## src/rtl/fsnp_pkg.sv

```systemverilog
// shared types and constants for the format string number printer
`timescale 1ns / 1ps
`default_nettype none
package fsnp_pkg;

  localparam int MAX_WIDTH = 48;
  localparam int WIDTH_BITS = 6;
  localparam int DIG_BITS = 4;
  localparam int NDIG_BITS = 4;

  localparam logic [7:0] CH_PERCENT = 8'h25;
  localparam logic [7:0] CH_MINUS = 8'h2d;
  localparam logic [7:0] CH_ZERO = 8'h30;
  localparam logic [7:0] CH_NINE = 8'h39;
  localparam logic [7:0] CH_SPACE = 8'h20;
  localparam logic [7:0] CH_PLUS = 8'h2b;
  localparam logic [7:0] CH_LOW_X = 8'h78;
  localparam logic [7:0] CH_LOW_D = 8'h64;
  localparam logic [7:0] CH_LOW_U = 8'h75;
  localparam logic [7:0] CH_LOW_P = 8'h70;

  typedef enum logic [1:0] {
    PK_SPACE = 2'd0,
    PK_ZERO = 2'd1,
    PK_LEFT = 2'd2,
    PK_UNUSED = 2'd3
  } pad_kind_t;

  // character source selection for the emit mux
  typedef enum logic [2:0] {
    EM_LIT,
    EM_PAD,
    EM_DIGIT,
    EM_MINUS,
    EM_ZERO,
    EM_X,
    EM_SPACE
  } emit_sel_t;

  // controller -> datapath
  typedef struct packed {
    logic load;        // capture argument, start digit extraction
    logic hex;
    logic negate;
    logic step;        // extract one digit
    logic pop;         // drop the most significant stored digit
    emit_sel_t sel;
  } dp_cmd_t;

  // datapath -> controller
  typedef struct packed {
    logic done;        // magnitude is zero (after at least one digit)
    logic [NDIG_BITS-1:0] ndig;
  } dp_stat_t;

  function automatic logic [7:0] hex_char(input logic [DIG_BITS-1:0] d);
    hex_char = (d < 4'd10) ? (CH_ZERO + {4'd0, d}) : (8'h57 + {4'd0, d});
  endfunction

endpackage
`default_nettype wire

```

## src/rtl/fsnp_control.sv

```systemverilog
// controller: format parser and emission sequencer
`timescale 1ns / 1ps
`default_nettype none
module fsnp_control (
  input  wire logic clk,
  input  wire logic rst,
  input  wire logic in_valid,
  output logic in_stall,
  input  wire logic [7:0] symbol,
  input  wire logic [31:0] arg_value,
  output logic out_valid,
  input  wire logic out_stall,
  output logic last,
  output fsnp_pkg::dp_cmd_t cmd,
  input  wire fsnp_pkg::dp_stat_t stat,
  output logic [7:0] lit,
  output logic [7:0] pad_char,
  output logic [31:0] arg_hold
);

  typedef enum logic [2:0] {
    S_IDLE, S_EXTRACT, S_PRE, S_PREPAD, S_DIGITS, S_POSTPAD, S_LIT
  } state_t;

  typedef enum logic [1:0] {
    PH_SCAN, PH_FLAGS, PH_WIDTH, PH_LENGTH
  } phase_t;

  state_t state;
  phase_t phase;
  fsnp_pkg::pad_kind_t pad_kind;
  logic [fsnp_pkg::WIDTH_BITS-1:0] field_width;
  logic [fsnp_pkg::WIDTH_BITS-1:0] pad_left;
  logic [1:0] pre_left;       // prefix characters to emit: minus, or 0 then x
  logic is_ptr;
  logic use_left;
  logic [9:0] wsum;

  logic acc;
  logic emit;
  logic [7:0] c;
  logic is_digit;
  logic is_len;

  assign acc = in_valid && !in_stall;
  assign emit = out_valid && !out_stall;
  assign c = symbol;
  assign is_digit = (c >= fsnp_pkg::CH_ZERO) && (c <= fsnp_pkg::CH_NINE);
  assign is_len = (c == 8'h68) || (c == 8'h6c) || (c == 8'h4c) || (c == 8'h6a) ||
                  (c == 8'h7a) || (c == 8'h74);
  assign in_stall = (state != S_IDLE);
  assign pad_char = (is_ptr || pad_kind == fsnp_pkg::PK_ZERO) ? fsnp_pkg::CH_ZERO
                                                              : fsnp_pkg::CH_SPACE;
  assign wsum = {4'b0, field_width} * 10'd10 + 10'(c - fsnp_pkg::CH_ZERO);

  // command decode
  always_comb begin
    cmd = '0;
    cmd.sel = fsnp_pkg::EM_LIT;
    unique case (state)
      S_EXTRACT: cmd.step = !stat.done;
      S_PRE: cmd.sel = is_ptr ? ((pre_left == 2'd2) ? fsnp_pkg::EM_ZERO : fsnp_pkg::EM_X)
                              : fsnp_pkg::EM_MINUS;
      S_PREPAD: cmd.sel = fsnp_pkg::EM_PAD;
      S_DIGITS: begin
        cmd.sel = fsnp_pkg::EM_DIGIT;
        cmd.pop = emit;
      end
      S_POSTPAD: cmd.sel = fsnp_pkg::EM_SPACE;
      default: cmd.sel = fsnp_pkg::EM_LIT;
    endcase
    // a conversion can end any parse phase, so load on every item past the percent
    if (state == S_IDLE && acc && phase != PH_SCAN) begin
      cmd.load = 1'b1;
      cmd.hex = (c == fsnp_pkg::CH_LOW_X) || (c == fsnp_pkg::CH_LOW_P);
      cmd.negate = (c == fsnp_pkg::CH_LOW_D) && arg_value[31];
    end
  end

  always_ff @(posedge clk) begin
    if (rst) begin
      state <= S_IDLE;
      phase <= PH_SCAN;
      pad_kind <= fsnp_pkg::PK_SPACE;
      field_width <= '0;
      out_valid <= 1'b0;
      last <= 1'b0;
      is_ptr <= 1'b0;
      pre_left <= '0;
      pad_left <= '0;
      use_left <= 1'b0;
    end else begin
      unique case (state)
        S_IDLE: begin
          if (acc) begin
            phase_t ph;
            ph = phase;
            if (ph == PH_FLAGS) begin
              if (c == fsnp_pkg::CH_ZERO) pad_kind <= fsnp_pkg::PK_ZERO;
              else if (c == fsnp_pkg::CH_MINUS) pad_kind <= fsnp_pkg::PK_LEFT;
              if (c == fsnp_pkg::CH_ZERO || c == fsnp_pkg::CH_MINUS ||
                  c == fsnp_pkg::CH_SPACE || c == fsnp_pkg::CH_PLUS) ph = PH_SCAN;
              else ph = PH_WIDTH;
              if (ph == PH_SCAN) phase <= PH_FLAGS;
            end
            if (ph == PH_WIDTH) begin
              if (is_digit) begin
                field_width <= (wsum > 10'(fsnp_pkg::MAX_WIDTH)) ?
                               6'(fsnp_pkg::MAX_WIDTH) : wsum[5:0];
                phase <= PH_WIDTH;
                ph = PH_SCAN;
              end else ph = PH_LENGTH;
            end
            if (ph == PH_LENGTH && phase != PH_SCAN) begin
              if (is_len) begin
                phase <= PH_LENGTH;
              end else begin
                phase <= PH_SCAN;
                if (c == fsnp_pkg::CH_LOW_D || c == fsnp_pkg::CH_LOW_U ||
                    c == fsnp_pkg::CH_LOW_X || c == fsnp_pkg::CH_LOW_P) begin
                  is_ptr <= (c == fsnp_pkg::CH_LOW_P);
                  use_left <= (c != fsnp_pkg::CH_LOW_P) && (pad_kind == fsnp_pkg::PK_LEFT);
                  pre_left <= (c == fsnp_pkg::CH_LOW_P) ? 2'd2 :
                              (c == fsnp_pkg::CH_LOW_D && arg_value[31]) ? 2'd1 : 2'd0;
                  state <= S_EXTRACT;
                end else begin
                  lit <= c;
                  last <= 1'b1;
                  out_valid <= 1'b1;
                  state <= S_LIT;
                end
              end
            end else if (phase == PH_SCAN) begin
              if (c == fsnp_pkg::CH_PERCENT) begin
                phase <= PH_FLAGS;
                pad_kind <= fsnp_pkg::PK_SPACE;
                field_width <= '0;
              end else begin
                lit <= c;
                last <= 1'b1;
                out_valid <= 1'b1;
                state <= S_LIT;
              end
            end
          end
        end
        S_LIT: if (emit) begin
          out_valid <= 1'b0;
          last <= 1'b0;
          state <= S_IDLE;
        end
        S_EXTRACT: if (stat.done) begin
          logic [fsnp_pkg::WIDTH_BITS-1:0] w;
          w = is_ptr ? 6'd8 : field_width;
          pad_left <= (w > 6'(stat.ndig)) ? (w - 6'(stat.ndig)) : '0;
          out_valid <= 1'b1;
          last <= 1'b0;
          if (pre_left != 2'd0) state <= S_PRE;
          else if (!use_left && w > 6'(stat.ndig)) state <= S_PREPAD;
          else begin
            state <= S_DIGITS;
            last <= (stat.ndig == 4'd1) && !(use_left && w > 6'(stat.ndig));
          end
        end
        S_PRE: if (emit) begin
          pre_left <= pre_left - 2'd1;
          if (pre_left == 2'd1 || (is_ptr && pre_left == 2'd1)) begin
            if (!use_left && pad_left != '0) state <= S_PREPAD;
            else begin
              state <= S_DIGITS;
              last <= (stat.ndig == 4'd1) && !(use_left && pad_left != '0);
            end
          end
        end
        S_PREPAD: if (emit) begin
          pad_left <= pad_left - 1'b1;
          if (pad_left == 6'd1) begin
            state <= S_DIGITS;
            last <= (stat.ndig == 4'd1);
          end
        end
        S_DIGITS: if (emit) begin
          if (stat.ndig == 4'd1) begin
            if (use_left && pad_left != '0) begin
              state <= S_POSTPAD;
              last <= (pad_left == 6'd1);
            end else begin
              out_valid <= 1'b0;
              last <= 1'b0;
              state <= S_IDLE;
            end
          end else begin
            last <= (stat.ndig == 4'd2) && !(use_left && pad_left != '0);
          end
        end
        S_POSTPAD: if (emit) begin
          pad_left <= pad_left - 1'b1;
          last <= (pad_left == 6'd2);
          if (pad_left == 6'd1) begin
            out_valid <= 1'b0;
            last <= 1'b0;
            state <= S_IDLE;
          end
        end
        default: state <= S_IDLE;
      endcase
    end
  end

  assign arg_hold = arg_value;

endmodule
`default_nettype wire

```

## config.mk

```make
export PLATFORM = sky130hd
export DESIGN_NAME = fsnp_control
export DESIGN_NICKNAME = d
export VERILOG_FILES = /design/src/rtl/fsnp_pkg.sv /design/src/rtl/fsnp_control.sv
export SDC_FILE = /design/constraint.sdc
export NUM_CORES = 1
export LEC_CHECK = 0
export BUFFER_PORTS_ARGS = -buffer_cell sky130_fd_sc_hd__buf_4
export CORE_ASPECT_RATIO = 2
export CORE_MARGIN = 3
export CORE_UTILIZATION = 40
export DETAILED_ROUTE_END_ITERATION = 8
export GPL_TIMING_DRIVEN = 0
export MAX_ROUTING_LAYER = met4
export PLACE_DENSITY = 0.64
export REMOVE_ABC_BUFFERS = 1
export SKIP_LAST_GASP = 1
export SLEW_MARGIN = 20
export SYNTH_ARGS = -nofsm -noshare
export SYNTH_HDL_FRONTEND = slang
export SYNTH_SLANG_ARGS = --single-unit
```

## constraint.sdc

```tcl
create_clock -name clk -period 6.15 [get_ports clk]
set_input_delay 0.9225 -clock clk [delete_from_list [all_inputs] [get_ports clk]]
set_output_delay 0.9225 -clock clk [all_outputs]
set_load 0.005 [all_outputs]
```

Word-level counts from Yosys, hierarchy flattened
Cells that the tools add are included.
{"block": "op_classes", "n_eq_ne": 57, "order_cmp": 4, "n_reduce_logical": 57, "bitwise": 2, "mul": 1, "addsub": 5, "mux": 108}
{"cell": "8-bit by 7-bit equality test with 1-bit output, second input constant", "n": 10}
{"cell": "2-bit 2-to-1 mux", "n": 34}
{"cell": "3-bit 2-to-1 mux", "n": 22}
{"cell": "6-bit 2-to-1 mux", "n": 10}
{"cell": "8-bit by 6-bit equality test with 1-bit output, second input constant", "n": 5}
{"cell": "8-bit 2-to-1 mux", "n": 5}
{"cell": "2-bit inequality test, second input constant", "n": 17}
{"cell": "1-bit 2-to-1 mux", "n": 30}
{"cell": "3-bit one-hot mux with 7 select lines", "n": 1}
{"cell": "1-bit logical AND", "n": 16}
{"cell": "15-bit AND reduction", "n": 1}
{"cell": "1-bit logical OR", "n": 14}
{"cell": "14-bit AND reduction", "n": 1}
{"cell": "13-bit AND reduction", "n": 1}
{"cell": "3-bit one-hot mux with 4 select lines", "n": 1}
{"cell": "6-bit one-hot mux with 2 select lines", "n": 1}
{"cell": "10-bit adder", "n": 1}
{"cell": "10-bit by 6-bit > comparator with 1-bit output, second input constant", "n": 1}
{"cell": "2-bit nonzero test", "n": 5}
{"cell": "3-bit equality test, second input constant", "n": 3}
{"cell": "6-bit by 3-bit multiplier with 9-bit output, second input constant", "n": 1}
{"cell": "3-bit inequality test, second input constant", "n": 3}
{"cell": "8-bit by 6-bit subtractor with 9-bit output, second input constant", "n": 1}
{"cell": "2-bit equality test, second input constant", "n": 4}
{"cell": "34 further kinds", "n": 46}
{"block": "totals", "out_inout_bits": 59, "ff_bits": 33, "inputBits": 49}

Logic depth before layout (Yosys ltp)
Gate-level depths: netlist of run 1.
{"block": "depth", "depth_word": 23, "depth_mapped": 16, "mapped_depth_nobuf": 15}

Worst setup path before layout of run 1
Ideal clock, no wire load.
{"block": "synth_path", "kind": "register -> register", "start": "register field_width[1] in the netlist's numbering", "end": "register field_width[5] in the netlist's numbering", "t_required_ns": 6.031, "arrival_time_ns": 3.018, "setup_slack_ns": 3.013, "stages_incl_launch_ff": 15, "setup_ns": 0.119, "path_cell_list": "dfxtp_1 > ha_1 > ha_1 > inv_1 > fa_1 > inv_1 > ha_1 > o21a_1 > o31a_1 > a21oi_1 > a32oi_1 > nand2b_1 > or4_4 > buf_6 > o221a_1"}
{"block": "synth_between", "elab_chain_cells": 9}
{"item": "start, declared", "line": "fsnp_control.sv:32", "text": "logic [fsnp_pkg::WIDTH_BITS-1:0] field_width;"}
{"item": "start signal, assigned", "line": "fsnp_control.sv:108", "text": "field_width <= (wsum > 10'(fsnp_pkg::MAX_WIDTH)) ?"}
{"item": "6-bit by 3-bit multiplier with 9-bit output *", "line": "fsnp_control.sv:54", "text": "assign wsum = {4'b0, field_width} * 10'd10 + 10'(c - fsnp_pkg::CH_ZERO);"}
{"item": "10-bit adder *", "line": "fsnp_control.sv:54"}
{"item": "10-bit by 6-bit > comparator with 1-bit output", "line": "fsnp_control.sv:108"}
{"item": "6-bit 2-to-1 mux *", "line": "fsnp_control.sv:108"}
{"item": "6-bit 2-to-1 mux *", "line": "fsnp_control.sv:107", "text": "if (is_digit) begin"}
{"item": "6-bit 2-to-1 mux *", "line": "fsnp_control.sv:106", "text": "if (ph == PH_WIDTH) begin"}
{"item": "6-bit 2-to-1 mux", "line": "fsnp_control.sv:134", "text": "if (c == fsnp_pkg::CH_PERCENT) begin"}
{"item": "6-bit 2-to-1 mux", "line": "fsnp_control.sv:133", "text": "end else if (phase == PH_SCAN) begin"}
{"item": "6-bit 2-to-1 mux *", "line": "fsnp_control.sv:114", "text": "if (ph == PH_LENGTH && phase != PH_SCAN) begin"}
Every way passes the cells marked *; elsewhere a longest branch is shown, timed or not.
A chain may end at the register's enable or synchronous reset.

Worst setup path in the final report of run 1
{"block": "layout_path", "start": "register field_width[4] in the netlist's numbering", "end": "register field_width[5] in the netlist's numbering"}
Same word-level chain as after synthesis.

==> results of run 1 <==
==> power breakdown <==
part / switching [mW] / internal [mW] / total, mW
clock network: 0.0946 / 0.149 / 0.243
logic: 0.289 / 0.190 / 0.479
registers: 0.0564 / 0.255 / 0.312
total: 0.440 / 0.593 / 1.03
==> metrics by stage <==
step / cells / hold WS [ps]
global placement: 529 / 474.1
detailed placement: 529 / 477.5
floorplan: 393 / 450.1
finish: 537 / 487.8
global route: 537 / 514.1
CTS: 537 / 489.0
==> layout make-up <==
cell class,count,area (sq um),area share (%)
sequential,33,740.7,20.46
multi-input combinational,328,2212,61.11
tap,98,122.6,3.387
clock inverter,2,10.01,0.2765
timing repair buffer,38,285.3,7.881
clock buffer,6,128.9,3.560
inverter,32,120.1,3.318
==> cell families (layout without fill, tap and decap cells) <==
kind of cell / Yosys count / count (layout) / synth area share (%)
and+or+nand+nor: 151 / 151 / 22.92
AOI/OAI and AO/OA: 117 / 117 / 22.74
buffers and inverters: 87 / 78 / 14.54
DFF: 33 / 33 / 21.57
adders and majority gates: 32 / 32 / 12.32
xor gates and xnor gates: 13 / 13 / 3.316
muxes: 8 / 8 / 2.369
other: 2 / 7 / 0.2187
==> state kept, by name (all words and copies together) (netlist names) <==
| name | cells |
|---|---|
| pre_left | 2 |
| field_width | 6 |
| pad_left | 6 |
| last | 1 |
| pad_kind | 2 |
| phase | 2 |
| out_valid | 1 |
| use_left | 1 |
| is_ptr | 1 |
| lit | 8 |
| state | 3 |
==> worst max path at each step <==
stage,endpoint,startpoint,slack (ps),cells after the start
global route,field_width[5],field_width[4],2570,13
floorplan,field_width[5],field_width[1],3090,13
detailed placement,field_width[5],symbol[1],2720,11
CTS,field_width[5],field_width[4],2770,13
global placement,field_width[5],symbol[4],2760,10
finish,field_width[5],field_width[4],2790,13
==> metal layers <==
| layer | vias up | track usage (%) |
|---|---|---|
| met1 | 1485 | 20.28 |
| li1 | 1539 | - |
| met3 | 36 | 5.956 |
| met5 | - | - |
| met2 | 170 | 35.30 |
| met4 | 0 | 13.81 |
==> worst register-to-register path: stages (launching register included) <==
cell,delay [ps]
dfxtp_1,490
ha_1,310
ha_1,290
a21oi_1,190
nor2b_1,70
nor2_1,120
xnor2_1,160
ha_1,320
o21ai_0,170
nand2b_1,70
a32oi_1,150
nand2b_1,70
or4_4,570
o221a_1,290
==> cell usage in the layout, fill, tap and decap left out, types with 3 or more instances in the layout <==
master,instances
nor2_1,44
buf_4,38
inv_1,32
a21oi_1,29
ha_1,29
nand2_1,27
dfxtp_1,25
nor3_1,21
o21ai_0,21
xnor2_1,11
nand3_1,11
a31oi_1,9
nand2b_1,8
a211oi_1,8
edfxtp_1,8
a21o_1,7
o22ai_1,7
mux2i_1,7
conb_1,7
nor2b_1,6
clkbuf_16,5
a22oi_1,4
o2bb2ai_1,4
nor4_1,3
and2_1,3
nand4_1,3
o211ai_1,3
a221oi_1,3
o21a_1,3
fa_1,3
==> reports/qor.yml, run 1 <==
run_status: "completed"
tns_ps: 0
cts_sinks: 33
hold_viol: 0
fin_nets: 519
place_area_sq_um: 3481
fin_ws_ps: 2789
fin_util_pct: 43.65
start_kind: "register"
cp_slowest_cell: "or4_4"
endpoint_kind: "register"
max-slew-margin-rel_pct: 54.64
cts-root-buf: "clkbuf_16"
maxSlewViolCount: 0
die_h_microns: 137.0
critical-path-max-stage-delay_ps: 570
met1Wirelength_microns: 3528
clkLatencyLatePin_ps: 280
post-route-cell-area_sq_um: 3620
grt_overflow: 0
drt-wirelength-per-cell_microns: 18.12
rrSetupSlack_ps: 2790
io_buffers: 38
syn2layout_area_growth_pct: 5.430
p_total_mw: 1.033
postCtsSetupBuffers: 0
max_freq_mhz: 297.5
synth_seq_cells: 33
crit_type: "reg -> reg"
maxCapViolCount: 0
drive_above_1_share_pct: 13.90
synth_top_cell_by_area: "dfxtp_1"
wirelength_microns: 9731
critPathMaxFanout: 8
synthesis.instances: 443
synthMostInstantiatedCell: "nor2_1"
min_path_type: "reg -> reg"
antenna_found_initial: 0
fillers: 867
cts.htree.levels: 2
postRouteAntennaNets: 0
pin_count: 108
std_cell_rows: 47
finalCritPeriodShare_pct: 54.65
first_iter_violations: 179
grt_start_max_net_pins: 25
syn_area_per_cell_sq_um: 7.750
path_cells: "ha_1 > ha_1 > a21oi_1 > nor2b_1 > nor2_1 > xnor2_1 > ha_1 > o21ai_0 > nand2b_1 > a32oi_1 > nand2b_1 > or4_4 > o221a_1"
hp-start: "pad_left[4]"
drtPass1Iterations: 5
clock_path_buffers: 2
critPathTopFamily: "adder cells"
highest_layer: "met4"
core_sq_um: 8292
place_ws_ps: 2720
gp_congestion: 0.8952
finalCriticalPeriod_ps: 3361
cp.arrival_ps: 3530
cts_tree: "built"
synth.cell_area_sq_um: 3433
min_delay_path_depth: 2
async_flop_share_pct: 0
wl_met3_microns: 708
grt_pass1_vias: 3247
die_x_microns: 71.51
cts_hold_buf: 0
ys_seq_area_share_pct: 21.57
reg2regPathDepth: 13
peakVddDrop_v: 0.0001162
rsz0062_at_grt: "no"
wl_met2_microns: 4962
fin_skew_ps: 6.457
drc_errors: 0
synthTopCellsByCount: "nor2_1, buf_4, inv_1"
dp_hpwl_microns: 7891
crit_top_cell: "ha_1"
power.density_nw_per_um2: 285.5
grt_pass1_wl_microns: 15530
crit_buf_inv: 0
synth_area_leaders: "dfxtp_1, ha_1, buf_4"
cp.required_ps: 6320
routed-via-count: 3230
final-setup-viol-count: 0
clk_pin_slew_ps: 50
min_to: "pad_left[4]"
synth_edf_count: 8
dieArea_sq_um: 9798
ys.flop_type: "dfxtp_1"
floorplan.initialDensity_pct: 41.41
cts_made_buffers: 5
track_usage_pct: 20.84
ys_types: 68
synth_top_area_share_pct: 14.58
power_leakage_nw: 1.522
reg2reg_from: "field_width[4]"
via_per_inst: 6.015
cts_resized: 0
worst_pin_slew_ps: 677.9
rr_endpoint: "field_width[5]"
diodes: 0
yosys_warnings: 0
Note: power is estimated with default switching activity, not from simulation.
==> run 2, diff against run 1 <==
ABC_AREA = 1   (was not set)
PLACE_DENSITY = 0.63   (was 0.64)
clock period = 3.3 ns   (was 6.15 ns; I/O delays follow)
==> run 2 against run 1 <==
  * Utilization up 0.49 points
  * Final cell count up 27%
  * Fmax grew 11%
  * Clock power is 85% higher
  * Hold slack got worse by 69 ps
  * Global-route usage is 1.6 points higher
  * Register-to-register slack worse by 2500 ps
  * Count of clock-buffer cells in the layout shrank 1
  * Via count increased by 10%
  * Clock skew decreased by 1.3 ps
  * First-iteration DRC count increased by 17%
  * Critical endpoint is now field_width[3]
==> reports/qor.yml, run 2 <==
synth_top_cell_by_area: "dfxtp_1"
crit_path_start: "field_width[3]"
gp_congestion: 0.9476  # +5.9%
first_iter_violations: 209  # +17%
start_kind: "register"
cp.arrival_ps: 3250  # -280 ps
rsz0062_at_grt: "no"
post-route-cell-area_sq_um: 3979  # +9.9%
hp-start: "symbol[4]"
core_sq_um: 9012  # +8.7%
drive_above_1_share_pct: 16.78  # +2.9 points
drc_errors: 0  # unchanged
maxCapViolCount: 0  # unchanged
synthMostInstantiatedCell: "nand2_1"
synth_seq_cells: 33  # unchanged
cp.required_ps: 3520  # -2800 ps
hold_viol: 0  # unchanged
critical-path-max-stage-delay_ps: 480  # -90 ps
pin_count: 108  # unchanged
run_status: "completed"
finalCritPeriodShare_pct: 91.92  # +37 points
synth.cell_area_sq_um: 3712  # +8.1%
clock_path_buffers: 2  # unchanged
std_cell_rows: 49  # +4.3%
wirelength_microns: 10840  # +11%
async_flop_share_pct: 0  # unchanged
synthTopCellsByCount: "nand2_1, inv_1, nor2_1"
antenna_found_initial: 0  # unchanged
place_area_sq_um: 3821  # +9.8%
cts_hold_buf: 0  # unchanged
min_path_type: "in -> reg"
ys.flop_type: "dfxtp_1"
fin_skew_ps: 5.194  # -1.263 ps
drtPass1Iterations: 6  # +1
layout_commonest_cell: "nand2_1"
synth-simple-area-share_pct: 37.65  # +15 points
largest_reg_flops: 8  # unchanged
final-setup-viol-count: 0  # unchanged
max_freq_mhz: 329.7  # +11%
syn_area_per_cell_sq_um: 6.513  # -16%
cp_slowest_cell: "fa_1"
yosys_warnings: 0  # unchanged
endpoint_kind: "register"
power.density_nw_per_um2: 503.4  # +76%
synth_edf_count: 8  # unchanged
reg.largest.list: "lit x8, field_width x6, pad_left x6"
dp_hpwl_microns: 9159  # +16%
crit_top_cell: "nand2_1"
cts-root-buf: "clkbuf_16"
synthMuxAreaShare_pct: 0  # -2.4 points
die_x_microns: 74.12  # +3.6%
largest_register: "lit"
dieArea_sq_um: 10540  # +7.6%
tns_ps: 0  # unchanged
io_buffers: 38  # unchanged
most-common-layout-cells: "nand2_1, inv_1, nor2_1, buf_4, nand3_1"
diodes: 0  # unchanged
synth-xor-area-share_pct: 1.887  # -1.4 points
grt_pass1_wl_microns: 17390  # +12%
synth_top_area_share_pct: 13.48  # -1.1 points
track_usage_pct: 22.48  # +1.6 points
rrSetupSlack_ps: 270  # -2520 ps
clk_pin_slew_ps: 50  # about the same
peakVddDrop_v: 0.0001767  # +52%
path_cells: "ha_1 > ha_2 > inv_1 > fa_1 > inv_1 > ha_1 > nand2_1 > inv_1 > nand2_1 > nand3_1 > nand2_1 > nand2_1 > nand2_1 > nand2_1 > nor2_4 > nand3_1 > nand2_1 > nand2_1 > a21oi_1"
syn2layout_area_growth_pct: 7.179
synth_fa_ha_area_share_pct: 11.39  # -0.93 points
cts_sinks: 33  # unchanged
ys_seq_area_share_pct: 19.95  # -1.6 points
ys_types: 48  # -29%
cts.htree.levels: 2  # unchanged
fin_nets: 658  # +27%
routed-via-count: 3568  # +10%
die_h_microns: 142.2  # +3.8%
synthesis.instances: 570  # +29%
drt-wirelength-per-cell_microns: 15.95  # -12%
endpoint: "field_width[3]"
grt_start_max_net_pins: 15  # -40%
reg2reg_from: "field_width[3]"
fillers: 954  # +10%
floorplan.initialDensity_pct: 41.19  # -0.22 points
grt_pass1_vias: 3527  # +8.6%
max-slew-margin-rel_pct: 57.58  # +2.9 points
grt_overflow: 0  # unchanged
crit_type: "reg -> reg"
p_total_mw: 2.003  # +94%
finalCriticalPeriod_ps: 3033  # -327.6 ps
worst_pin_slew_ps: 632.9  # -44.97 ps
clkLatencyLatePin_ps: 280  # about the same
synth-compound-area-share_pct: 10.99  # -12 points
synth_area_leaders: "dfxtp_1, nand2_1, ha_1"
cts_made_buffers: 5  # unchanged
reg2regPathDepth: 19  # +6
critPathMaxFanout: 6  # -2
via_per_inst: 5.247  # -13%
power_leakage_nw: 2.035  # +34%
maxSlewViolCount: 0  # unchanged
postRouteAntennaNets: 0  # unchanged
rr_endpoint: "field_width[3]"
cts_tree: "built"
synth_top_family_by_area: "simple AND/OR/NAND/NOR gates"
## run 2: worst min path at each step
stage | end | slack, ps | depth (start not counted)
3_5_place_dp | pad_kind[0] | 460 | 2
2_1_floorplan | pad_kind[0] | 440 | 2
3_3_place_gp | pad_kind[0] | 460 | 2
5_1_grt | lit[4] | 430 | 1
4_1_cts | lit[4] | 410 | 1
6_report | lit[4] | 420 | 1
## run 2: layout make-up
cell class,instances,area (sq um),area share (%)
clock inverter,3,12.51,0.3145
tap,102,127.6,3.208
multi-input combinational,408,2344,58.90
sequential,33,742.0,18.65
timing repair buffer,38,285.3,7.170
clock buffer,5,125.1,3.145
inverter,91,342.8,8.616
## run 2: cells by family after synthesis
kind of cell,after synthesis
adder cells (fa/ha/maj),32
AND/OR/NAND/NOR,293
AO/OA/AOI/OAI,68
buffers and inverters,134
other,2
flip-flops,33
XOR/XNOR,8
## run 2: where the power goes
part           internal (mW)  switching (mW)  total, mW  leakage (nW)
Combinational          0.355           0.656       1.01          1.69
Clock                  0.273           0.176      0.449        0.0687
Sequential             0.486          0.0572      0.543         0.277
## run 2: metal layers
layer,wire length (microns),vias to the layer above,track usage [%]
met3,655,25,7.284
met1,3926,1618,21.71
met5,0,-,-
li1,-,1812,-
met4,499,0,12.03
met2,5763,113,38.48
## run 2: what timing repair did
| action | in CTS | in global routing |
|---|---|---|
| gates resized for setup | 0 | 7 |
| endpoints found under the setup margin | 0 | 6 |
| setup buffers | 0 | 0 |
## run 2: critical path, delay by kind of cell (launching register included)
| family | cells | cell delay [ps] |
|---|---|---|
| adder cells (fa/ha/maj) | 4 | 1360 |
| AND/OR/NAND/NOR | 11 | 1000 |
| flip-flops | 1 | 370 |
| buffers and inverters | 3 | 140 |
| AO/OA/AOI/OAI | 1 | 100 |
## run 2: through the flow
step                cells  setup slack, ps  hold slack (ps)  utilization [%]
detailed placement    672            123.9            460.3            42.40
global placement      672            185.1            456.8            42.40
CTS                   680            102.6            414.6            43.93
global route          680            6.415            426.4            44.15
floorplan             532            573.9            439.3                -
finish                680            266.6            418.8            44.15
